==> config.mk <==
export PLATFORM = sky130hd
export DESIGN_NAME = fblr_stepper
export DESIGN_NICKNAME = d
export VERILOG_FILES = /design/src/rtl/fblr_pkg.sv /design/src/rtl/fblr_stepper.sv
export SDC_FILE = /design/constraint.sdc
export NUM_CORES = 1
export LEC_CHECK = 0
export BUFFER_PORTS_ARGS = -buffer_cell sky130_fd_sc_hd__buf_2
export CAP_MARGIN = 40
export CORE_MARGIN = 2
export CORE_UTILIZATION = 40
export DETAILED_ROUTE_END_ITERATION = 10
export GPL_TIMING_DRIVEN = 0
export PLACE_DENSITY = 0.75
export REMOVE_ABC_BUFFERS = 1
export SETUP_SLACK_MARGIN = 0.1
export SKIP_LAST_GASP = 1
export SLEW_MARGIN = 10
export SYNTH_ARGS = -nofsm -noshare
export SYNTH_HDL_FRONTEND = slang
export SYNTH_SLANG_ARGS = --single-unit
==> constraint.sdc <==
create_clock -name vclk -period 13.75
set_input_delay 4.125 -clock vclk [all_inputs]
set_output_delay 4.125 -clock vclk [all_outputs]
set_load 0.005 [all_outputs]
==> src/rtl/fblr_pkg.sv <==
// Shared types, constants and helpers for the framebuffer line/rectangle rasterizer.
// No dependencies; the top level, the step unit and the testbench import this package.
package fblr_pkg;

  // Default framebuffer geometry handed to the top-level parameters.
  localparam int FB_WIDTH_DEF  = 128;
  localparam int FB_HEIGHT_DEF = 128;

  // Working width of a coordinate: a 12-bit field plus room for x + width.
  localparam int CW = 13;
  // Width of the Bresenham error term; it stays within 1.5 times the larger delta.
  localparam int EW = 15;
  // Width of row * FB_WIDTH + column for the largest supported framebuffer.
  localparam int ADDR_FULL_W = 23;

  // Stream widths: the input fields packed, padded to whole bytes.
  localparam int S_TDATA_W = 88;
  localparam int S_TUSER_W = 2;
  localparam int M_TDATA_W = 16;
  localparam int PIX_W     = 16;

  typedef logic signed [CW-1:0] coord_t;
  typedef logic signed [EW-1:0] err_t;

  typedef enum logic [1:0] {
    OP_LINE = 2'd0,
    OP_RECT = 2'd1,
    OP_READ = 2'd2,
    OP_NOP  = 2'd3
  } op_t;

  // Walk state handed from the sequencer to the step unit.
  typedef struct packed {
    logic   is_rect;
    coord_t x;
    coord_t y;
    err_t   err;
    coord_t x_end;
    coord_t y_end;
    coord_t row_start;
    coord_t dx;
    coord_t dy;
    logic   x_neg;
    logic   y_neg;
  } walk_in_t;

  // Next walk state and what to do with the current pixel.
  typedef struct packed {
    coord_t x;
    coord_t y;
    err_t   err;
    logic   wr_en;
    logic   last;
  } walk_out_t;

  function automatic logic in_frame(coord_t x, coord_t y, coord_t w, coord_t h);
    return (x >= 0) && (x < w) && (y >= 0) && (y < h);
  endfunction

endpackage

==> src/rtl/fblr_stepper.sv <==
// Shared step unit: one Bresenham step or one raster-scan step per cycle.
// Depends on fblr_pkg for the walk structs and the clipping helper.
module fblr_stepper #(
  parameter int FB_WIDTH  = fblr_pkg::FB_WIDTH_DEF,
  parameter int FB_HEIGHT = fblr_pkg::FB_HEIGHT_DEF
) (
  input  fblr_pkg::walk_in_t  win,
  output fblr_pkg::walk_out_t wout
);

  import fblr_pkg::*;

  logic signed [EW:0] e2;
  logic signed [EW:0] dx_e;
  logic signed [EW:0] dy_e;
  logic               step_x;
  logic               step_y;
  err_t               dx_sel;
  err_t               dy_sel;
  coord_t             x_delta;
  coord_t             y_delta;
  logic               row_end;

  assign e2      = {win.err, 1'b0};
  assign dx_e    = (EW+1)'(win.dx);
  assign dy_e    = (EW+1)'(win.dy);
  assign step_x  = e2 > -dy_e;
  assign step_y  = e2 < dx_e;
  assign dx_sel  = step_y ? EW'(win.dx) : err_t'(0);
  assign dy_sel  = step_x ? EW'(win.dy) : err_t'(0);
  assign x_delta = win.x_neg ? {CW{1'b1}} : coord_t'(1);
  assign y_delta = win.y_neg ? {CW{1'b1}} : coord_t'(1);
  assign row_end = win.x == win.x_end;

  always_comb begin
    if (win.is_rect) begin
      // Rectangle bounds are pre-clipped, so every pixel lands in the frame.
      wout.wr_en = 1'b1;
      wout.last  = row_end && (win.y == win.y_end);
      wout.x     = row_end ? win.row_start : win.x + coord_t'(1);
      wout.y     = row_end ? win.y + coord_t'(1) : win.y;
      wout.err   = win.err;
    end else begin
      wout.wr_en = in_frame(win.x, win.y, coord_t'(FB_WIDTH), coord_t'(FB_HEIGHT));
      wout.last  = row_end && (win.y == win.y_end);
      wout.x     = step_x ? win.x + x_delta : win.x;
      wout.y     = step_y ? win.y + y_delta : win.y;
      wout.err   = win.err - dy_sel + dx_sel;
    end
  end

endmodule

==> run summary, run 1 <==
Final nets: 979
final worst slack: 353 ps
status: finished, final reports clean
num rows: 38
M2 GR Usage: 36.9%
Post-Synth Simple-Gate Area: 22.6%
top cells by area, synth: ha_1, xnor2_1, xor2_1
Die ar.: 12200 um2
Post-route DRC: 0
fraction of layout cells with a size suffix above 1: 26.1%
DP HPWL: 10500 um
Post-Route Utilization: 51.9%
RSZ-0062 raised after global routing: yes
Chip Width: 110 um
Setup crit start kind: input port
area of the multi-input gates: 4330 um2
Worst-Margin Slew: 815 ps
Post-Place Setup Slack: -991 ps
Avg Inst Size Synth: 7.10 um2
GPL Wtd Cong: 0.871
floorplan core area: 10900 um2
total power per unit cell area: 58.7 nW/um2
Min Hold Slack: 8560 ps
drt wl/cell: 13.9 um
maximum vdd drop: 0.0536 mV
FF+latch area: 0 um2
global-route wire length before repair: 21500 um
CTS Hold Bufs: 0
fill count: 1078
register area share after synthesis: 0%
port buffer count: 152
gr busiest metal: met2
Leak Pwr: 2.84 nW
die height: 110 um
final hold vios: 0
cell area after layout: 5680 um2
max-slew violations: 0
crit path max fanout: 11
post-synthesis compound-gate area fraction: 22.6%
total global routing overflow: 0
dpl cell area: 5410 um2
post-synthesis mux area share: 3.20%
area added between synthesis and finish: 25.4%
vias in the first global route: 4736
WP data required: 9620 ps
starting density of the core: 41.4%
all-layer global routing usage: 19.9%
CP max stage delay: 490 ps
Final Critical Period: 13400 ps
Unique masters post-synth: 59
Crit. End Element: primary output
drt total wl: 12800 um
Antenna Nets Post-Route: 0
synth cell count leaders: inv_1, ha_1, nand2_1
Setup crit start: win[4]
seq_cells: 0
count leader, synth: inv_1
fin crit share: 97.4%
share of the synthesized area in the top cell type: 19.3%
f_max: 74.6 MHz
initial antenna violation count: 0
Synth area leader: ha_1
routing usage on met1: 26.3%
CP arrival: 9270 ps
Synth Area in Adders: 26.4%
clock buf count: 0
largest net degree at the start of global routing: 42
max cap viols: 0
largest family of logic cells by synthesized area: adder cells
# diodes: 0
DRT iter0 DRCs: 252
xor and xnor fraction of the mapped netlist area: 16.7%
mapped cell area: 4530 um2
Setup-failing EPs final: 0
first-pass iteration count of the detailed router: 5
critical path's slowest cell: fa_1
WS Path Type: in -> out
met3 Use GR: 1.26%
vias: 4964
Synth Warn #: 0
Max-slew headroom: 45.3%
crit path to: wout[16]
via/cell ratio: 5.38
I/O pins: 152
post-synthesis cell count: 638
worst hold path type: in -> out
## cell families after synthesis
family / count (synthesis)
muxes: 14
and+or+nand+nor: 194
adders and majority gates: 86
AOI/OAI and AO/OA: 164
xor gates and xnor gates: 85
buffers and inverters: 95
## layout by cell type, fill, tap and decap left out, drive strengths merged, types with 3 or more instances in the layout
cell,synthesis,final
a21o,15,15
o211ai,10,10
or3,3,3
a21oi,48,48
xnor2,46,46
fa,16,16
o21a,11,11
a211oi,6,6
nand3b,4,4
inv,72,71
nand2,59,59
o21bai,3,3
buf,7,167
o31ai,4,4
ha,70,70
o21ai,42,42
a31oi,8,8
xor2,38,38
a311oi,3,3
and2,14,14
and4,5,5
nand4,12,12
nand2b,11,11
nor2,26,26
nor3,13,13
mux2,4,4
nor4,10,10
nor2b,12,12
mux2i,10,10
nand3,9,9
and3,11,11
## per-layer routing
metal	vias to the layer above	wire length, um	share of wire [%]
met5	-	0	0
li1	2530	-	-
met2	163	6280	49
met3	8	770	6.0
met1	2263	5670	44
met4	0	104	0.81
## worst max-delay path: cells and delay by family
kind,cells,cell delay [ps]
AND/OR/NAND/NOR,10,1930
adder cells (fa/ha/maj),3,1040
AO/OA/AOI/OAI,5,870
XOR/XNOR,3,600
buffers and inverters,4,490
multiplexers,1,210
## how the worst min path moves through the flow
stage             start       end  cells after the start
3_5_place_dp    win[94]  wout[29]                      3
3_3_place_gp    win[81]  wout[16]                      3
5_1_grt         win[81]  wout[16]                      3
4_1_cts         win[94]  wout[29]                      3
6_report        win[81]  wout[16]                      3
2_1_floorplan  win[108]  wout[20]                      1
## metrics by stage
stage / TNS (ps) / instances / power (mW)
CTS: 0 / 917 / 0.313
global route: 0 / 922 / 0.376
floorplan: 0 / 615 / 0.202
global placement: -11510 / 907 / 0.295
finish: 0 / 922 / 0.334
detailed placement: -4070 / 910 / 0.302
## final cells by class
cell class	instances	share of cell area, %
multi-input cells	543	76.2
inverters	72	4.82
repair buffers	167	15.9
well taps	140	3.08
## power by group
part | internal, mW | total, mW | switching [mW]
sequential | 0 | 0 | 0
combinational | 0.157 | 0.334 | 0.176
clock | 0 | 0 | 0
total | 0.157 | 0.334 | 0.176
## repair_timing
| action | 4_1_cts | 5_1_grt |
|---|---|---|
| gates resized for setup | 13 | 21 |
| setup buffers | 7 | 5 |
| pin swaps | 7 | 12 |
| endpoints found under the setup margin | 8 | 6 |
No activity file was read; power rests on OpenSTA's default activity.
==> inputs of run 2 (changes only) <==
--- a/config.mk
+++ b/config.mk
@@ -7,11 +7,12 @@
 export LEC_CHECK = 0
 export BUFFER_PORTS_ARGS = -buffer_cell sky130_fd_sc_hd__buf_2
 export CAP_MARGIN = 40
+export CORE_ASPECT_RATIO = 0.5
 export CORE_MARGIN = 2
 export CORE_UTILIZATION = 40
 export DETAILED_ROUTE_END_ITERATION = 10
 export GPL_TIMING_DRIVEN = 0
-export PLACE_DENSITY = 0.75
+export PLACE_DENSITY = 0.77
 export REMOVE_ABC_BUFFERS = 1
 export SETUP_SLACK_MARGIN = 0.1
 export SKIP_LAST_GASP = 1
==> constraint.sdc (replaced) <==
create_clock -name vclk -period 11.6
set_input_delay 3.48 -clock vclk [all_inputs]
set_output_delay 3.48 -clock vclk [all_outputs]
set_load 0.005 [all_outputs]
==> run summary, run 2 (synthesis results as in run 1) <==
status: finished with violations (was finished, final reports clean)
failing checks: negative setup slack
Internal Power: 0.232 mW (was 0.157 mW)
Post-Place Setup Slack: -2090 ps (was -991 ps)
Comb pwr share: 100.0% (about the same)
final hold vios: 0 (unchanged)
GPL Wtd Cong: 0.894 (was 0.871)
sink of the worst hold path: wout[29] (was wout[16])
f_max: 81.9 MHz
num rows: 27 (was 38)
crit path max fanout: 10 (was 11)
fin crit share: 105%
Non-Filler Instances: 949 (was 922)
switching power of the nets: 0.242 mW (was 0.176 mW)
commonest non-fill, non-tap cell in the layout: buf_2 (unchanged)
Final Critical Period: 12210 ps
area added between synthesis and finish: 32.7% (was 25.4%)
FF+latch area: 0 um2 (unchanged)
CP arrival: 8730 ps (was 9270 ps)
die height: 79.2 um (was 110 um)
Leak Pwr: 2.99 nW (was 2.84 nW)
hold depth: 3 (unchanged)
max-slew violations: 0 (unchanged)
seq_cells: 0 (unchanged)
I/O pins: 152 (unchanged)
Post-route DRC: 0 (unchanged)
RSZ-0062 raised after global routing: yes (unchanged)
via/cell ratio: 5.42 (was 5.38)
Setup-failing EPs final: 9 (was 0)
fraction of layout cells with a size suffix above 1: 30.3% (was 26.1%)
dpl cell area: 5430 um2 (was 5410 um2)
most frequent cells in the layout: buf_2, inv_1, ha_1 (unchanged)
critical path's slowest cell: fa_1 (unchanged)
Sequential Power Share: 0% (about the same)
Sw Ratio: 51.1% (was 52.8%)
final worst slack: -607 ps (was 353 ps)
Chip Width: 154 um (was 110 um)
clock buf count: 0 (unchanged)
WP data required: 8120 ps (was 9620 ps)
WS Path Type: in -> out (unchanged)
first-pass iteration count of the detailed router: 4 (was 5)
maximum vdd drop: 0.0375 mV (was 0.0536 mV)
Antenna Nets Post-Route: 0 (unchanged)
max cap viols: 0 (unchanged)
total global routing overflow: 0 (unchanged)
drt wl/cell: 15.0 um (was 13.9 um)
Max-slew headroom: 40.1% (was 45.3%)
Setup crit start kind: input port (unchanged)
Total Power: 0.474 mW (was 0.334 mW)
Final nets: 1001 (was 979)
drt total wl: 14200 um (was 12800 um)
power share of the clock group: 0% (about the same)
floorplan core area: 11000 um2 (was 10900 um2)
# diodes: 0 (unchanged)
hold wc startpoint: win[94] (was win[81])
vias in the first global route: 4994 (was 4736)
cell area after layout: 6010 um2 (was 5680 um2)
CP max stage delay: 520 ps (was 490 ps)
Die ar.: 12200 um2 (about the same)
largest net degree at the start of global routing: 45 (was 42)
DRT iter0 DRCs: 361 (was 252)
Post-Route Utilization: 54.6% (was 51.9%)
worst hold path type: in -> out (unchanged)
port buffer count: 152 (unchanged)
initial antenna violation count: 0 (unchanged)
Crit. End Element: primary output (unchanged)
vias: 5148 (was 4964)
total power per unit cell area: 78.9 nW/um2 (was 58.7 nW/um2)
DP HPWL: 10900 um (was 10500 um)
all-layer global routing usage: 22.3% (was 19.9%)
Worst-Margin Slew: 899 ps (was 815 ps)
starting density of the core: 41.1% (was 41.4%)
placed insts: 916 (was 910)
global-route wire length before repair: 23100 um (was 21500 um)
run 2: worst max-delay path, delay by kind of cell:
kind	cells	cell delay, ps
multiplexers	1	180
adder cells (fa/ha/maj)	3	1110
XOR/XNOR	3	480
AO/OA/AOI/OAI	5	900
buffers and inverters	6	830
AND/OR/NAND/NOR	9	1740
run 2: per-layer routing:
layer | GRT usage, % | vias to the layer above | part of all wire [%] | routed length (um)
met1 | 27.0 | 2423 | 43 | 6100
met5 | 0 | - | 0 | 0
met4 | 7.22 | 0 | 2.7 | 390
met2 | 42.0 | 116 | 51 | 7250
li1 | - | 2569 | - | -
met3 | 1.91 | 40 | 3.4 | 480
run 2: layout make-up:
class	count	area, um2
well taps	145	181
multi-input cells	543	4450
fillers	1049	5000
inverters	72	274
repair buffers	189	1100
run 2: worst max path at each step:
stage               startpoint       end  slack (ps)  cells after the start
floorplan               win[7]  wout[16]        -750                     23
global placement        win[7]  wout[16]       -2460                     25
detailed placement      win[5]  wout[16]       -2090                     26
CTS                     win[4]  wout[16]        -510                     30
global route            win[5]  wout[16]        -880                     25
finish                  win[5]  wout[16]        -610                     27
run 2: power groups by stage:
| stage | Clock [mW] | Combinational [mW] | Sequential [mW] |
|---|---|---|---|
| finish | 0 | 0.474 | 0 |
| global route | 0 | 0.524 | 0 |
| CTS | 0 | 0.436 | 0 |
| detailed placement | 0 | 0.361 | 0 |
| global placement | 0 | 0.348 | 0 |
| floorplan | 0 | 0.239 | 0 |
run 2: what timing repair did:
action / 4_1_cts / 5_1_grt
setup endpoints to repair: 15 / 12
setup buffers: 21 / 13
gates cloned: 0 / 0
hold buffers: 0 / 0
pin swaps: 29 / 34
resized for setup: 57 / 16
run 2: through the flow:
step / TNS (ps) / hold slack, ps
2_1_floorplan: -3930 / 7010
3_3_place_gp: -23670 / 7280
3_5_place_dp: -17350 / 7280
4_1_cts: -2450 / 7280
5_1_grt: -6570 / 7290
6_report: -3950 / 7280
==> inputs of run 3 (changes only) <==
--- a/config.mk
+++ b/config.mk
@@ -9,10 +9,10 @@
 export CAP_MARGIN = 40
 export CORE_ASPECT_RATIO = 0.5
 export CORE_MARGIN = 2
-export CORE_UTILIZATION = 40
+export CORE_UTILIZATION = 35
 export DETAILED_ROUTE_END_ITERATION = 10
 export GPL_TIMING_DRIVEN = 0
-export PLACE_DENSITY = 0.77
+export PLACE_DENSITY = 0.68
 export REMOVE_ABC_BUFFERS = 1
 export SETUP_SLACK_MARGIN = 0.1
 export SKIP_LAST_GASP = 1
==> constraint.sdc (replaced) <==
create_clock -name vclk -period 14
set_input_delay 4.2 -clock vclk [all_inputs]
set_output_delay 4.2 -clock vclk [all_outputs]
set_load 0.005 [all_outputs]
==> run summary, run 3 (synthesis results as in run 1) <==
Antenna Nets Post-Route: 0 (unchanged)
Setup-failing EPs final: 0 (was 9)
via/cell ratio: 5.14 (was 5.42)
crit path max fanout: 5 (was 10)
FF+latch area: 0 um2 (unchanged)
largest net degree at the start of global routing: 44 (was 45)
WP data required: 9800 ps (was 8120 ps)
max-slew violations: 0 (unchanged)
final hold vios: 0 (unchanged)
Internal Power: 0.153 mW (was 0.232 mW)
WS Path Type: in -> out (unchanged)
Chip Width: 165 um (was 154 um)
Min Hold Slack: 8710 ps (was 7280 ps)
Comb pwr share: 100.0% (about the same)
Leak Pwr: 2.83 nW (was 2.99 nW)
Post-route DRC: 0 (unchanged)
Setup crit start: win[7] (was win[5])
port buffer count: 152 (unchanged)
RSZ-0062 raised after global routing: yes (unchanged)
CP max stage delay: 550 ps (was 520 ps)
total global routing overflow: 0 (unchanged)
num rows: 29 (was 27)
most frequent cells in the layout: buf_2, inv_1, ha_1 (unchanged)
starting density of the core: 35.8% (was 41.1%)
# diodes: 0 (unchanged)
I/O pins: 152 (unchanged)
area added between synthesis and finish: 25.8% (was 32.7%)
floorplan core area: 12700 um2 (was 11000 um2)
Max-slew headroom: 43.1% (was 40.1%)
vias in the first global route: 4686 (was 4994)
most used cell, CP: a21o_1
fin crit share: 97.2%
total power per unit cell area: 57.5 nW/um2 (was 78.9 nW/um2)
switching power of the nets: 0.174 mW (was 0.242 mW)
maximum vdd drop: 0.0293 mV (was 0.0375 mV)
all-layer global routing usage: 18.4% (was 22.3%)
die height: 84.4 um (was 79.2 um)
Final nets: 980 (was 1001)
setup TNS: 0 ps (was -3950 ps)
Sw Ratio: 53.2% (was 51.1%)
seq_cells: 0 (unchanged)
fill count: 1313 (was 1049)
DP HPWL: 11000 um (was 10900 um)
vias: 4901 (was 5148)
Worst-Margin Slew: 853 ps (was 899 ps)
cell area after layout: 5700 um2 (was 6010 um2)
f_max: 73.5 MHz
area of the multi-input gates: 4300 um2 (was 4450 um2)
max cap viols: 0 (unchanged)
first-pass iteration count of the detailed router: 4 (unchanged)
GPL Wtd Cong: 0.850 (was 0.894)
drt total wl: 13400 um (was 14200 um)
Setup crit start kind: input port (unchanged)
dpl cell area: 5460 um2 (was 5430 um2)
Die ar.: 13900 um2 (was 12200 um2)
Final Critical Period: 13600 ps
commonest non-fill, non-tap cell in the layout: buf_2 (unchanged)
fraction of layout cells with a size suffix above 1: 25.8% (was 30.3%)
power share of the clock group: 0% (about the same)
worst hold path type: in -> out (unchanged)
initial antenna violation count: 0 (unchanged)
critical path's slowest cell: fa_1 (unchanged)
Crit. End Element: primary output (unchanged)
Sequential Power Share: 0% (about the same)
status: finished, final reports clean (was finished with violations)
CP arrival: 9400 ps (was 8730 ps)
clock buf count: 0 (unchanged)
drt wl/cell: 14.0 um (was 15.0 um)
DRT iter0 DRCs: 314 (was 361)
Total Power: 0.328 mW (was 0.474 mW)
Post-Route Utilization: 45.0% (was 54.6%)
global-route wire length before repair: 21800 um (was 23100 um)
crit path to: wout[15] (was wout[16])
-- run 3: changes by cell type in the layout (fill, tap and decap cells not counted), sizes merged --
cell | before | now
buf | 189 | 168
-- run 3: layout make-up --
class,count,area share (%)
multi-input combinational,543,75.4
tap,170,3.73
inverter,72,4.81
timing repair buffer,168,16.0
-- run 3: through the flow --
stage | worst slack [ps] | instances
after floorplan | 209 | 615
after global placement | -1650 | 937
after detailed placement | -1220 | 941
after CTS | 132 | 948
after global routing | 8.95 | 953
final | 396 | 953
-- run 3: how the worst min path moves through the flow --
| stage | from | to | slack [ps] | depth (start not counted) |
|---|---|---|---|---|
| after floorplan | win[108] | wout[20] | 8450 | 1 |
| after global placement | win[94] | wout[29] | 8720 | 3 |
| after detailed placement | win[94] | wout[29] | 8710 | 3 |
| after CTS | win[94] | wout[29] | 8710 | 3 |
| after global routing | win[94] | wout[29] | 8730 | 3 |
| final | win[94] | wout[29] | 8710 | 3 |
-- run 3: layer usage --
metal	routed length (um)	vias to the layer above	track usage (%)
met2	6600	59	34.3
met1	6350	2292	24.7
met3	308	10	0.395
met4	103	0	1.66
met5	0	-	0
li1	-	2540	-
-- run 3: timing repair --
action / in CTS / in global routing
setup buffers: 7 / 5
gates resized for setup: 14 / 16
hold buffers: 0 / 0
pin swaps: 8 / 15
endpoints found under the setup margin: 11 / 6
-- run 3: power by group through the flow --
stage	sequential, mW	combinational, mW	clock [mW]
after floorplan	0	0.198	0
after global placement	0	0.291	0
after detailed placement	0	0.298	0
after CTS	0	0.312	0
after global routing	0	0.368	0
final	0	0.328	0
-- run 3: critical path: cells and delay by family --
kind | cells | cell delay (ps)
AND/OR/NAND/NOR | 9 | 1770
AO/OA/AOI/OAI | 8 | 1500
adder cells (fa/ha/maj) | 3 | 1110
buffers and inverters | 5 | 550
XOR/XNOR | 2 | 280
